**src/sv/fpr_pkg.sv**
```systemverilog
// Package for the framed packet receiver: phase and event codes,
// register indexes, the shared word types and the CRC-16/ARC byte update.
// Used by every module of the receiver; depends on nothing.
`default_nettype none

package fpr_pkg;

    // Configuration register indexes
    localparam logic [2:0] REG_START     = 3'd0;
    localparam logic [2:0] REG_END       = 3'd1;
    localparam logic [2:0] REG_OWN       = 3'd2;
    localparam logic [2:0] REG_BROADCAST = 3'd3;
    localparam logic [2:0] REG_MASTER    = 3'd4;
    localparam logic [2:0] REG_MAX_LEN   = 3'd5;

    // Reflected CRC-16/ARC polynomial
    localparam logic [15:0] CRC_POLY = 16'hA001;

    typedef enum logic [2:0] {
        PH_IDLE = 3'd0,
        PH_SRC  = 3'd1,
        PH_DST  = 3'd2,
        PH_LEN  = 3'd3,
        PH_DATA = 3'd4,
        PH_CRCH = 3'd5,
        PH_CRCL = 3'd6,
        PH_END  = 3'd7
    } phase_t;

    typedef enum logic [2:0] {
        EV_NONE    = 3'd0,
        EV_GOOD    = 3'd1,
        EV_CRC_BAD = 3'd2,
        EV_END_BAD = 3'd3,
        EV_HDR_BAD = 3'd4
    } frame_event_t;

    // Live configuration values
    typedef struct packed {
        logic [7:0] start_byte;
        logic [7:0] end_byte;
        logic [7:0] own_address;
        logic [7:0] broadcast_address;
        logic [7:0] master_address;
        logic [7:0] max_payload;
    } cfg_t;

    // One received word as held in the input register
    typedef struct packed {
        logic [7:0] rx_byte;
        logic       receive_enable;
    } rx_word_t;

    // CRC-16/ARC update by one byte, LSB first
    function automatic logic [15:0] crc16_arc_byte(input logic [15:0] crc,
                                                   input logic [7:0]  b);
        logic [15:0] c;
        c = crc ^ {8'h00, b};
        for (int k = 0; k < 8; k++) begin
            c = c[0] ? ((c >> 1) ^ CRC_POLY) : (c >> 1);
        end
        return c;
    endfunction

endpackage

`default_nettype wire

```
**src/sv/fpr_cfg.sv**
```systemverilog
// Configuration register file of the framed packet receiver.
// Depends on fpr_pkg for register indexes and cfg_t.
`default_nettype none

module fpr_cfg
    import fpr_pkg::*;
(
    input  wire logic       clk,
    input  wire logic       rst_n,
    input  wire logic       cfg_we,
    input  wire logic [2:0] cfg_index,
    input  wire logic [7:0] cfg_data,
    output cfg_t            cfg
);

    cfg_t cfg_reg;

    // Indexed write; unknown indexes are ignored
    always_ff @(posedge clk or negedge rst_n)
    begin
        if (!rst_n)
        begin
            cfg_reg.start_byte        <= 8'd2;
            cfg_reg.end_byte          <= 8'd3;
            cfg_reg.own_address       <= 8'd1;
            cfg_reg.broadcast_address <= 8'd255;
            cfg_reg.master_address    <= 8'd0;
            cfg_reg.max_payload       <= 8'd64;
        end
        else if (cfg_we)
        begin
            unique case (cfg_index)
                REG_START:     cfg_reg.start_byte        <= cfg_data;
                REG_END:       cfg_reg.end_byte          <= cfg_data;
                REG_OWN:       cfg_reg.own_address       <= cfg_data;
                REG_BROADCAST: cfg_reg.broadcast_address <= cfg_data;
                REG_MASTER:    cfg_reg.master_address    <= cfg_data;
                REG_MAX_LEN:   cfg_reg.max_payload       <= cfg_data;
                default:       ;
            endcase
        end
    end

    assign cfg = cfg_reg;

endmodule

`default_nettype wire

```
**src/sv/fpr_in_stage.sv**
```systemverilog
// Input register of the framed packet receiver: holds one received word
// until the frame machine takes it. Depends on fpr_pkg for rx_word_t.
`default_nettype none

module fpr_in_stage
    import fpr_pkg::*;
(
    input  wire logic       clk,
    input  wire logic       rst_n,
    input  wire logic       in_valid,
    output logic            in_stall,
    input  wire logic [7:0] rx_byte,
    input  wire logic       receive_enable,
    input  wire logic       take,
    output logic            word_valid,
    output rx_word_t        word
);

    logic     valid_reg;
    logic     valid_next;
    rx_word_t word_reg;

    // Refill whenever empty or being drained this cycle
    assign in_stall   = valid_reg && !take;
    assign valid_next = in_stall ? valid_reg : in_valid;

    always_ff @(posedge clk or negedge rst_n)
    begin
        if (!rst_n)
        begin
            valid_reg <= 1'b0;
        end
        else
        begin
            valid_reg <= valid_next;
        end
    end

    always_ff @(posedge clk)
    begin
        if (!in_stall && in_valid)
        begin
            word_reg.rx_byte        <= rx_byte;
            word_reg.receive_enable <= receive_enable;
        end
    end

    assign word_valid = valid_reg;
    assign word       = word_reg;

endmodule

`default_nettype wire

```
**src/sv/fpr_core.sv**
```systemverilog
// Frame-receive state machine, CRC-16/ARC accumulator and result register.
// Depends on fpr_pkg for phase and event codes, cfg_t, rx_word_t and the CRC.
`default_nettype none

module fpr_core
    import fpr_pkg::*;
(
    input  wire logic       clk,
    input  wire logic       rst_n,
    input  wire cfg_t       cfg,
    input  wire logic       word_valid,
    input  wire rx_word_t   word,
    output logic            take,
    output logic            out_valid,
    input  wire logic       out_stall,
    output logic            payload_valid,
    output logic [7:0]      payload_byte,
    output logic [7:0]      payload_index,
    output logic [2:0]      frame_event,
    output logic [7:0]      frame_source,
    output logic [7:0]      frame_length
);

    phase_t       phase_reg, phase_next;
    logic [7:0]   remaining_reg, remaining_next;
    logic [7:0]   length_reg, length_next;
    logic [7:0]   source_reg, source_next;
    logic [15:0]  crc_run_reg, crc_run_next;
    logic [7:0]   crc_hi_reg, crc_hi_next;

    logic         out_valid_reg, out_valid_next;
    logic         pv_reg, pv_next;
    logic [7:0]   pb_reg, pb_next;
    logic [7:0]   pi_reg, pi_next;
    frame_event_t ev_reg, ev_next;
    logic [7:0]   fs_reg, fs_next;
    logic [7:0]   fl_reg, fl_next;

    logic         adv;
    logic [7:0]   b;
    logic [15:0]  crc_fed;

    // Advance when the result register is free or being taken
    assign adv  = word_valid && (!out_valid_reg || !out_stall);
    assign take = !out_valid_reg || !out_stall;
    assign b    = word.rx_byte;

    assign crc_fed = crc16_arc_byte(crc_run_reg, b);

    // Next state and result for the word at the input register
    always_comb
    begin
        phase_next     = phase_reg;
        remaining_next = remaining_reg;
        length_next    = length_reg;
        source_next    = source_reg;
        crc_run_next   = crc_run_reg;
        crc_hi_next    = crc_hi_reg;
        pv_next        = 1'b0;
        pb_next        = 8'd0;
        pi_next        = 8'd0;
        ev_next        = EV_NONE;
        fs_next        = 8'd0;
        fl_next        = 8'd0;

        if (!word.receive_enable)
        begin
            phase_next = PH_IDLE;
        end
        else
        begin
            unique case (phase_reg)
                PH_IDLE:
                begin
                    if (b == cfg.start_byte)
                    begin
                        crc_run_next = 16'd0;
                        phase_next   = PH_SRC;
                    end
                end
                PH_SRC:
                begin
                    if (b == cfg.own_address || b == cfg.broadcast_address)
                    begin
                        source_next  = b;
                        crc_run_next = crc_fed;
                        phase_next   = PH_DST;
                    end
                    else
                    begin
                        ev_next    = EV_HDR_BAD;
                        phase_next = PH_IDLE;
                    end
                end
                PH_DST:
                begin
                    if (b == cfg.master_address)
                    begin
                        crc_run_next = crc_fed;
                        phase_next   = PH_LEN;
                    end
                    else
                    begin
                        ev_next    = EV_HDR_BAD;
                        phase_next = PH_IDLE;
                    end
                end
                PH_LEN:
                begin
                    if (b <= cfg.max_payload)
                    begin
                        crc_run_next   = crc_fed;
                        length_next    = b;
                        remaining_next = b;
                        phase_next     = (b == 8'd0) ? PH_CRCH : PH_DATA;
                    end
                    else
                    begin
                        ev_next    = EV_HDR_BAD;
                        phase_next = PH_IDLE;
                    end
                end
                PH_DATA:
                begin
                    pv_next        = 1'b1;
                    pb_next        = b;
                    pi_next        = length_reg - remaining_reg;
                    crc_run_next   = crc_fed;
                    remaining_next = remaining_reg - 8'd1;
                    if (remaining_reg == 8'd1)
                    begin
                        phase_next = PH_CRCH;
                    end
                end
                PH_CRCH:
                begin
                    crc_hi_next = b;
                    phase_next  = PH_CRCL;
                end
                PH_CRCL:
                begin
                    if ({crc_hi_reg, b} == crc_run_reg)
                    begin
                        phase_next = PH_END;
                    end
                    else
                    begin
                        ev_next    = EV_CRC_BAD;
                        phase_next = PH_IDLE;
                    end
                end
                PH_END:
                begin
                    if (b == cfg.end_byte)
                    begin
                        ev_next = EV_GOOD;
                        fs_next = source_reg;
                        fl_next = length_reg;
                    end
                    else
                    begin
                        ev_next = EV_END_BAD;
                    end
                    phase_next = PH_IDLE;
                end
                default:
                begin
                    phase_next = PH_IDLE;
                end
            endcase
        end
    end

    // Result register holds while stalled
    assign out_valid_next = adv ? 1'b1 : (out_valid_reg && out_stall);

    // Control state
    always_ff @(posedge clk or negedge rst_n)
    begin
        if (!rst_n)
        begin
            phase_reg     <= PH_IDLE;
            remaining_reg <= 8'd0;
            length_reg    <= 8'd0;
            source_reg    <= 8'd0;
            crc_run_reg   <= 16'd0;
            crc_hi_reg    <= 8'd0;
            out_valid_reg <= 1'b0;
        end
        else
        begin
            out_valid_reg <= out_valid_next;
            if (adv)
            begin
                phase_reg     <= phase_next;
                remaining_reg <= remaining_next;
                length_reg    <= length_next;
                source_reg    <= source_next;
                crc_run_reg   <= crc_run_next;
                crc_hi_reg    <= crc_hi_next;
            end
        end
    end

    // Result payload
    always_ff @(posedge clk)
    begin
        if (adv)
        begin
            pv_reg <= pv_next;
            pb_reg <= pb_next;
            pi_reg <= pi_next;
            ev_reg <= ev_next;
            fs_reg <= fs_next;
            fl_reg <= fl_next;
        end
    end

    assign out_valid     = out_valid_reg;
    assign payload_valid = pv_reg;
    assign payload_byte  = pb_reg;
    assign payload_index = pi_reg;
    assign frame_event   = ev_reg;
    assign frame_source  = fs_reg;
    assign frame_length  = fl_reg;

    // A disabled word always sends the machine back to idle
    a_disable_idle: assert property (@(posedge clk) disable iff (!rst_n)
        adv && !word.receive_enable |=> phase_reg == PH_IDLE)
        else $error("receive disable did not return to idle");

    // The data phase always has bytes left to take
    a_data_remaining: assert property (@(posedge clk) disable iff (!rst_n)
        phase_reg == PH_DATA |-> remaining_reg != 8'd0)
        else $error("data phase with no bytes remaining");

    // A payload byte is taken in the data phase and is produced as payload
    a_data_payload: assert property (@(posedge clk) disable iff (!rst_n)
        adv && word.receive_enable && phase_reg == PH_DATA
        |=> out_valid_reg && pv_reg && ev_reg == EV_NONE)
        else $error("data byte not delivered as payload");

    // A good frame can only close from the end phase
    a_good_from_end: assert property (@(posedge clk) disable iff (!rst_n)
        adv && ev_next == EV_GOOD |-> phase_reg == PH_END)
        else $error("good frame reported outside end phase");

endmodule

`default_nettype wire

```
**src/sv/framed_packet_receiver_crc16_top.sv**
```systemverilog
// Top level of the framed packet receiver with CRC-16/ARC check.
// Depends on fpr_pkg, fpr_cfg, fpr_in_stage and fpr_core.
//
// Receives one serial byte per word and runs the STX / address / length /
// payload / CRC / ETX frame machine, giving exactly one result word per
// input word. A word is taken every cycle while in_stall is low; each word
// passes through the input register, then the frame machine and CRC-16/ARC
// byte update into the result register. The input side stalls only while a
// finished result waits on a stalled output. Payload bytes stream out with
// their index and must be dropped by the consumer unless a good-frame event
// follows. Configuration must be written through cfg_we/cfg_index/cfg_data
// while no word is in flight; the block itself does not enforce this.
`default_nettype none

module framed_packet_receiver_crc16_top
    import fpr_pkg::*;
(
    input  wire logic       clk,
    input  wire logic       rst_n,
    input  wire logic       in_valid,
    output logic            in_stall,
    input  wire logic [7:0] rx_byte,
    input  wire logic       receive_enable,
    output logic            out_valid,
    input  wire logic       out_stall,
    output logic            payload_valid,
    output logic [7:0]      payload_byte,
    output logic [7:0]      payload_index,
    output logic [2:0]      frame_event,
    output logic [7:0]      frame_source,
    output logic [7:0]      frame_length,
    input  wire logic       cfg_we,
    input  wire logic [2:0] cfg_index,
    input  wire logic [7:0] cfg_data
);

    cfg_t     cfg;
    rx_word_t word;
    logic     word_valid;
    logic     take;

    fpr_cfg u_cfg (
        .clk       (clk),
        .rst_n     (rst_n),
        .cfg_we    (cfg_we),
        .cfg_index (cfg_index),
        .cfg_data  (cfg_data),
        .cfg       (cfg)
    );

    fpr_in_stage u_in (
        .clk            (clk),
        .rst_n          (rst_n),
        .in_valid       (in_valid),
        .in_stall       (in_stall),
        .rx_byte        (rx_byte),
        .receive_enable (receive_enable),
        .take           (take),
        .word_valid     (word_valid),
        .word           (word)
    );

    fpr_core u_core (
        .clk           (clk),
        .rst_n         (rst_n),
        .cfg           (cfg),
        .word_valid    (word_valid),
        .word          (word),
        .take          (take),
        .out_valid     (out_valid),
        .out_stall     (out_stall),
        .payload_valid (payload_valid),
        .payload_byte  (payload_byte),
        .payload_index (payload_index),
        .frame_event   (frame_event),
        .frame_source  (frame_source),
        .frame_length  (frame_length)
    );

endmodule

`default_nettype wire
```
**config.mk**
```make
export PLATFORM = sky130hd
export DESIGN_NAME = framed_packet_receiver_crc16_top
export DESIGN_NICKNAME = d
export VERILOG_FILES = /design/src/sv/fpr_pkg.sv /design/src/sv/fpr_cfg.sv /design/src/sv/fpr_in_stage.sv /design/src/sv/fpr_core.sv /design/src/sv/framed_packet_receiver_crc16_top.sv
export SDC_FILE = /design/constraint.sdc
export NUM_CORES = 1
export LEC_CHECK = 0
export BUFFER_PORTS_ARGS = -buffer_cell sky130_fd_sc_hd__buf_4
export CAP_MARGIN = 20
export CORE_MARGIN = 2
export CORE_UTILIZATION = 60
export CTS_CLUSTER_SIZE = 12
export DETAILED_ROUTE_END_ITERATION = 16
export MAX_ROUTING_LAYER = met4
export PLACE_DENSITY = 0.8
export SLEW_MARGIN = 25
export SYNTH_ARGS = -nofsm -noshare
export SYNTH_HDL_FRONTEND = slang
export SYNTH_SLANG_ARGS = --single-unit
```
**constraint.sdc**
```tcl
create_clock -name clk -period 3.5 [get_ports clk]
set_clock_uncertainty 0.1 [all_clocks]
set_input_delay 0.35 -clock clk [delete_from_list [all_inputs] [get_ports clk]]
set_output_delay 0.35 -clock clk [all_outputs]
set_load 0.05 [all_outputs]
```
==> impl_metrics.yaml, run 1 <==
clock_tree:
  cts_made_buffers: 17
  clock-root-buffer: "clkbuf_16"
  cts_tree: "yes"
  clkLatencyLatePin_ps: 430
  path_clk_slew_ps: 60
  htreeDepth: 4
  cts.path.max_buffers: 2
  clkSinkCount: 146
worst_hold_path:
  hold_depth: 1
  worstHoldStart: "rx_byte[7]"
  whs_endpoint: "u_in.word[8]"
  hold_class: "input port to flip-flop"
route:
  wl_per_cell_um: 19.56
  drt_iter0_drc: 344
  routed_wl_um: 16120
  drtPass1Iterations: 4
  vias_per_cell: 5.818
  ant_nets: 0
  drc_errors: 0
  num_vias: 4794
finish:
  drive_gt1_share_pct: 30.40
  layout_common_cells: "dfrtp_1, buf_4, mux2_2, edfxtp_1, xor2_1"
  ff_latch_area_um2: 3895
  multi_input_area_um2: 3040
  area_delta_synth_final_pct: 18.89
  num-fill-cells: 770
  final_common_cell: "dfrtp_1"
  fin_nets: 715
  diodes: 0
  largest_reg_flops: 48
yosys:
  synth_edf_count: 45
  ys_types: 49
  synth_flop_cell: "dfrtp_1"
  ys_ff_latch: 146
  syn_area_um2: 7179
  yosysSeqAreaShare_pct: 54.25
  avgSynthCellArea_um2: 12.36
  synth_async_sr_flop_share_pct: 69.18
  synth_warnings: 0
  syn_nets: 628
  netlist_instances: 581
pwr:
  vdd_drop_max_mv: 0.4839
  p_leak_nw: 3.758
  power.total_mw: 5.771
  powerDensity_nw_per_um2: 676.1
sta:
  setup_ws_ps: 479.8
  min_period_ps: 3020
  rsz0062_at_grt: "no"
  setup_viol: 0
  holdWs_ps: 9.484
  max_slew_margin_pct: 43.63
  fin_tns_setup_ps: 0
  fmax_ghz: 0.3311
  drv_slew: 0
  tightest_slew_ps: 842.4
  finalCritPeriodShare_pct: 86.29
  finalHoldViolCount: 0
die:
  die_h_um: 113.4
  start_util_pct: 62.08
  rows: 39
  die_area_um2: 12860
  coreArea_um2: 11560
  die_w_um: 113.4
  ios: 63
outcome:
  status: "finished clean"
global_routing:
  grt_pass1_wl_um: 26230
  antenna_found_initial: 0
  grt_pass1_vias: 4905
  grt.overflow.total: 0
  grtUsageTotal_pct: 27.98
  grt_max_degree: 56
setup_path:
  r2r_cells: 8
  rrSetupSlack_ps: 480
  worstPathRequired_ps: 3740
  critical_path.endpoint_type: "flip-flop"
  reg2reg_from: "u_in.word[5]"
  critPathKind: "flip-flop to flip-flop"
  startpoint_type: "flip-flop"
  crit_fanout: 10
  worst-endpoint-arrival_ps: 3260
  r2r_end: "u_core.crc_run_reg[13]"
placement:
  gp_congestion: 0.9246
  dp_hpwl_um: 11420
  place_ws_ps: 503.1
  portBuffers: 62
job:
  drv_cap: 0
-- cells by family (layout without fill, tap and decap cells) --
logic type | after synthesis | in the layout | synth area share [%]
AO/OA/AOI/OAI | 57 | 57 | 4.705
XOR/XNOR | 72 | 72 | 9.463
AND/OR/NAND/NOR | 146 | 146 | 10.77
adder cells (fa/ha/maj) | 22 | 22 | 3.939
multiplexers | 86 | 86 | 13.40
flip-flops | 146 | 146 | 54.25
buffers and inverters | 52 | 152 | 3.468
-- cell usage after synthesis (6+ instances only) --
cell type   n  area, um2
a21oi_1    13      65.06
and2_1     22      137.6
clkbuf_1    9      33.78
dfrtp_1    88       2202
dfstp_2    13      341.6
edfxtp_1   45       1351
ha_1       21      262.8
inv_1      33      123.9
mux2_2     75      844.6
mux2i_1     8      80.08
nand2_1    31      116.4
nand2b_1    6      37.54
nand4_1     8      50.05
nor2_1     28      105.1
nor3_1     14      70.07
nor4_1     16      100.1
o21ai_0    25      125.1
xnor2_1    25      219.0
xor2_1     43      376.6
-- report_power, final --
group	total [mW]	internal (mW)	switching, mW
registers	2.34	2.06	0.273
clock network	1.88	1.18	0.702
logic	1.56	0.751	0.806
total	5.77	3.99	1.78
-- cell type report --
type / instances / area share, %
sequential: 146 / 45.63
inverter: 33 / 1.451
clock buffer: 19 / 5.438
clock inverter: 13 / 1.818
tap: 143 / 2.096
timing repair buffer: 87 / 7.945
multi-input combinational: 383 / 35.62
-- routing by layer --
metal,GRT usage (%),routed length (um)
met5,-,0
met4,10.24,348
met3,6.748,911
met2,44.19,7971
met1,35.64,6884
-- worst max path at each step --
stage	from	endpoint	depth (start not counted)
after global routing	u_in.word[6]	u_core.crc_run_reg[13]	9
after CTS	u_in.word[5]	u_core.crc_run_reg[13]	8
final	u_in.word[5]	u_core.crc_run_reg[13]	8
after detailed placement	u_in.word[1]	u_core.crc_run_reg[13]	9
after floorplan	u_core.out_valid	u_core.crc_run_reg[14]	8
after global placement	u_in.word[5]	u_core.crc_run_reg[5]	8
-- critical path, stage by stage, from the launching register on --
cell and delay [ps]:
edfxtp_1 640, xor2_1 250, nor4_1 460, a22oi_1 230, nand2_1 110, a21boi_1 110, nor3_4 510, buf_4 280
mux2i_1 240
-- metrics by stage --
stage	utilization, %	std cells	area (um2)
finish	73.81	824	8536
global route	73.81	824	8536
CTS	73.76	824	8531
detailed placement	67.54	782	7811
global placement	67.54	782	7811
floorplan	-	581	7179
-- what timing repair did --
action / in CTS / in global routing
buffers inserted: 0 / 0
hold endpoints to repair: 52 / 0
hold buffers: 10 / 0
resized for setup: 0 / 0
(Power assumes the default switching activity.)
==> run 2: changes to the inputs <==
==> constraint.sdc (replaced) <==
create_clock -name clk -period 3.5 [get_ports clk]
set_clock_uncertainty 0.1 [all_clocks]
set_input_delay 0.7 -clock clk [delete_from_list [all_inputs] [get_ports clk]]
set_output_delay 0.7 -clock clk [all_outputs]
set_load 0.05 [all_outputs]
==> impl_metrics.yaml, run 2 (synthesis gave the netlist of run 1 again) <==
clock_tree:
  clkLatencyLatePin_ps: 430
  htreeDepth: 4
  path_clk_slew_ps: 60
  clock-root-buffer: "clkbuf_16"
  cts_made_buffers: 17
  postCtsSetupBuffers: 0
  clkSinkCount: 146
  cts_tree: "yes"
  cts_resized: 0
  postCtsHoldBufs: 0
  cts.path.max_buffers: 2
pwr:
  power.total_mw: 5.718
  p_comb_share_pct: 27.7
  power_frac_clock_pct: 31.7
  switching_share_pct: 31.54
  p_leak_nw: 3.717
  p_int_mw: 3.914
  p_switching_mw: 1.804
  p_seq_share_pct: 40.6
  powerDensity_nw_per_um2: 678.3
  vdd_drop_max_mv: 0.4261
route:
  drt_iter0_drc: 221
  num_vias: 4686
  vias_per_cell: 5.750
  wl_per_cell_um: 19.24
  drtPass1Iterations: 5
  routed_wl_um: 15680
  drc_errors: 0
  ant_nets: 0
global_routing:
  antenna_found_initial: 0
  grt_pass1_wl_um: 25500
  grtUsageTotal_pct: 27.12
  grt_pass1_vias: 4857
  grt.overflow.total: 0
  grt_max_degree: 64
job:
  drv_cap: 0
sta:
  setup_viol: 0
  drv_slew: 0
  max_slew_margin_pct: 42.25
  rsz0062_at_grt: "no"
  min_period_ps: 3092
  tightest_slew_ps: 862.5
  fin_tns_setup_ps: 0
  holdWs_ps: 149.7
  finalHoldViolCount: 0
  finalCritPeriodShare_pct: 88.35
  fmax_ghz: 0.3234
finish:
  fin_nets: 706
  largest_reg_flops: 48
  layout.cells.non_filler: 815
  diodes: 0
  area_delta_synth_final_pct: 17.41
  layout_common_cells: "dfrtp_1, buf_4, mux2_2, edfxtp_1, xor2_1"
  final_common_cell: "dfrtp_1"
  drive_gt1_share_pct: 30.95
placement:
  dp_hpwl_um: 11080
  portBuffers: 62
  dp.cells: 783
  gp_congestion: 0.8988
setup_path:
  worstPathRequired_ps: 3720
  reg2reg_from: "u_in.word[1]"
  startpoint_type: "flip-flop"
  r2r_cells: 9
  rrSetupSlack_ps: 410
  r2r_end: "u_core.crc_run_reg[0]"
  worst-endpoint-arrival_ps: 3310
  critical_path.endpoint_type: "flip-flop"
  critPathKind: "flip-flop to flip-flop"
  crit_fanout: 10
die:
  start_util_pct: 62.08
  rows: 39
  coreArea_um2: 11560
  ios: 63
  die_area_um2: 12860
  die_w_um: 113.4
  die_h_um: 113.4
outcome:
  status: "finished clean"
worst_hold_path:
  hold_class: "input port to asynchronous set/reset pin"
## run 2: worst max-delay path, cell delays in order (launching register included)
cell	delay [ps]
edfxtp_1	680
xor2_1	400
inv_1	90
ha_1	350
xnor2_1	310
xnor3_2	360
xnor2_2	200
xor2_1	160
nor2_1	50
mux2_4	270
## run 2: final cells by class
cell class	count	area, um2
repair buffers	78	598.1
clock inverters	13	133.9
clock buffers	19	464.2
fillers	778	3136
well taps	143	178.9
inverters	33	123.9
flip-flops and latches	146	3895
multi-input cells	383	3035
## run 2: how the worst max path moves through the flow
stage / from / end / slack, ps / cells after the start
after detailed placement: u_in.word[1] / u_core.crc_run_reg[13] / 530 / 6
after CTS: u_in.word[1] / u_core.crc_run_reg[0] / 450 / 9
final: u_in.word[1] / u_core.crc_run_reg[0] / 410 / 9
after global placement: u_in.word[5] / u_core.crc_run_reg[12] / 570 / 5
after global routing: u_in.word[1] / u_core.crc_run_reg[0] / 290 / 9
after floorplan: out_stall / u_core.crc_run_reg[14] / 210 / 8
## run 2: metal layers
metal  GRT usage, %  wire length, um  vias up  share of wire, %
met2          44.27             7809      142                50
met4          10.41              384        0               2.4
met5              -                0        -                 0
met1          33.86             6767     2319                43
met3          5.313              720       26               4.6
li1               -                -     2199                 -
## run 2: power by group through the flow
stage	clock, mW	sequential, mW	combinational (mW)
floorplan	0	2.34	1.16
global placement	0	2.33	1.50
detailed placement	0	2.35	1.55
CTS	1.83	2.32	1.59
global route	1.89	2.35	1.73
finish	1.81	2.32	1.58
## run 2: stage by stage
stage	worst slack, ps	area, um2	utilization [%]
after floorplan	212.7	7179	-
after global placement	565.9	7831	67.72
after detailed placement	526.1	7831	67.72
after CTS	452.3	8429	72.89
after global routing	293.6	8429	72.89
final	407.9	8429	72.89
==> run 3: changes to the inputs <==
--- a/config.mk
+++ b/config.mk
@@ -11,6 +11,7 @@
 export CORE_UTILIZATION = 60
 export CTS_CLUSTER_SIZE = 12
 export DETAILED_ROUTE_END_ITERATION = 16
+export GPL_ROUTABILITY_DRIVEN = 0
 export MAX_ROUTING_LAYER = met4
 export PLACE_DENSITY = 0.8
 export SLEW_MARGIN = 25
==> constraint.sdc (replaced) <==
create_clock -name clk -period 3.1 [get_ports clk]
set_clock_uncertainty 0.1 [all_clocks]
set_input_delay 0.62 -clock clk [delete_from_list [all_inputs] [get_ports clk]]
set_output_delay 0.62 -clock clk [all_outputs]
set_load 0.05 [all_outputs]
==> impl_metrics.yaml, run 3 (synthesis gave the netlist of run 1 again) <==
outcome:
  status: "finished clean"
sta:
  setup_viol: 0
  tightest_slew_ps: 755.3
  min_period_ps: 2906
  fin_tns_setup_ps: 0
  finalHoldViolCount: 0
  rsz0062_at_grt: "no"
  holdWs_ps: 115.8
  finalCritPeriodShare_pct: 93.75
  drv_slew: 0
  max_slew_margin_pct: 49.43
  fmax_ghz: 0.3441
die:
  die_w_um: 113.4
  ios: 63
  coreArea_um2: 11560
  rows: 39
  die_h_um: 113.4
  start_util_pct: 62.08
  die_area_um2: 12860
setup_path:
  crit_fanout: 11
  cp_common_cell: "buf_4"
  startpoint: "u_in.word[3]"
  path_buf_inv: 2
  slowest_stage: "nor3_4"
  crit_chain: "buf_4 > xor2_1 > nor4_1 > a2111oi_2 > nor3_4 > buf_4 > mux2i_1"
  worstPathRequired_ps: 3330
  reg2reg_from: "u_in.word[3]"
  cpLargestDelayFamily: "simple AND/OR/NAND/NOR gates"
  r2r_end: "u_core.crc_run_reg[4]"
  worst-endpoint-arrival_ps: 3140
  cp_slowest_stage_delay_ps: 570
  critical_path.endpoint_type: "flip-flop"
  r2r_cells: 7
  crit_cells: 7
  rrSetupSlack_ps: 190
  startpoint_type: "flip-flop"
  setup.worst_path.end: "u_core.crc_run_reg[4]"
  critPathKind: "flip-flop to flip-flop"
clock_tree:
  path_clk_slew_ps: 60
  cts_made_buffers: 17
  postCtsHoldBufs: 0
  htreeDepth: 4
  cts.path.max_buffers: 2
  clkLatencyLatePin_ps: 420
  cts_resized: 0
  cts_tree: "yes"
  postCtsSetupBuffers: 0
  clkSinkCount: 146
  clock-root-buffer: "clkbuf_16"
route:
  drtPass1Iterations: 5
  routed_wl_um: 16100
  num_vias: 4793
  ant_nets: 0
  drt_iter0_drc: 314
  wl_per_cell_um: 19.63
  vias_per_cell: 5.845
  drc_errors: 0
finish:
  fin_nets: 711
  drive_gt1_share_pct: 31.17
  final_common_cell: "dfrtp_1"
  layout_common_cells: "dfrtp_1, buf_4, mux2_2, edfxtp_1, xor2_1"
  num-fill-cells: 754
  area_delta_synth_final_pct: 17.22
  layout.cells.non_filler: 820
  diodes: 0
  largest_reg_flops: 48
job:
  drv_cap: 0
placement:
  dp.cells: 788
  dp_hpwl_um: 11480
  portBuffers: 62
pwr:
  p_leak_nw: 3.706
  vdd_drop_max_mv: 0.3522
  powerDensity_nw_per_um2: 747.2
global_routing:
  grtUsageTotal_pct: 27.76
  grt_pass1_vias: 5025
  grt_pass1_wl_um: 26350
  grt_max_degree: 48
  grt.overflow.total: 0
  antenna_found_initial: 0
worst_hold_path:
  hold_class: "input port to asynchronous set/reset pin"
==> run 3: changes by cell type in the layout (fill, tap and decap cells not counted), sizes merged <==
cell / change
buf: +5
clkinv: -2
clkinvlp: +2
bufinv: -1
inv: +1
==> run 3: how the worst min path moves through the flow <==
| stage | startpoint | end | slack [ps] | cells past startpoint |
|---|---|---|---|---|
| 2_1_floorplan | rst_n | u_cfg.cfg[0] | 220 | 0 |
| 3_3_place_gp | u_core.length_reg[0] | u_core.length_reg[0] | 370 | 2 |
| 3_5_place_dp | u_core.length_reg[0] | u_core.length_reg[0] | 370 | 2 |
| 4_1_cts | rst_n | u_cfg.cfg[45] | 130 | 1 |
| 5_1_grt | rst_n | u_cfg.cfg[5] | 160 | 1 |
| 6_report | rst_n | u_cfg.cfg[45] | 120 | 1 |
==> run 3: through the flow <==
stage                     setup WS [ps]  total power [mW]  utilization (%)  area, um2
final                             193.9             6.289            72.77       8416
after global routing              23.47             6.618            72.77       8416
after CTS                         195.0             6.309            72.77       8416
after detailed placement          238.5             4.419            68.05       7870
after global placement            346.9             4.352            68.05       7870
after floorplan                   319.8             3.956                -       7181
==> run 3: final cells by class <==
type	instances	area (um2)	area share [%]
Timing Repair Buffer	83	635.6	7.553
Sequential cell	146	3895	46.28
Multi-Input combinational cell	383	3037	36.08
Tap cell	143	178.9	2.126
Clock buffer	19	432.9	5.144
Inverter	33	123.9	1.472
Clock inverter	13	112.6	1.338
==> run 3: routing by layer <==
metal | global-route usage (%) | vias to the layer above | share of wire [%]
met4 | 12.03 | 0 | 3.1
li1 | - | 2212 | -
met3 | 4.835 | 44 | 4.9
met5 | - | - | 0
met1 | 35.25 | 2361 | 42
met2 | 44.47 | 176 | 50
==> run 3: power breakdown <==
part	internal (mW)	total [mW]	switching, mW	leakage [nW]
Clock	1.10	1.88	0.779	0.254
Combinational	0.848	1.80	0.948	1.73
Sequential	2.33	2.62	0.287	1.72
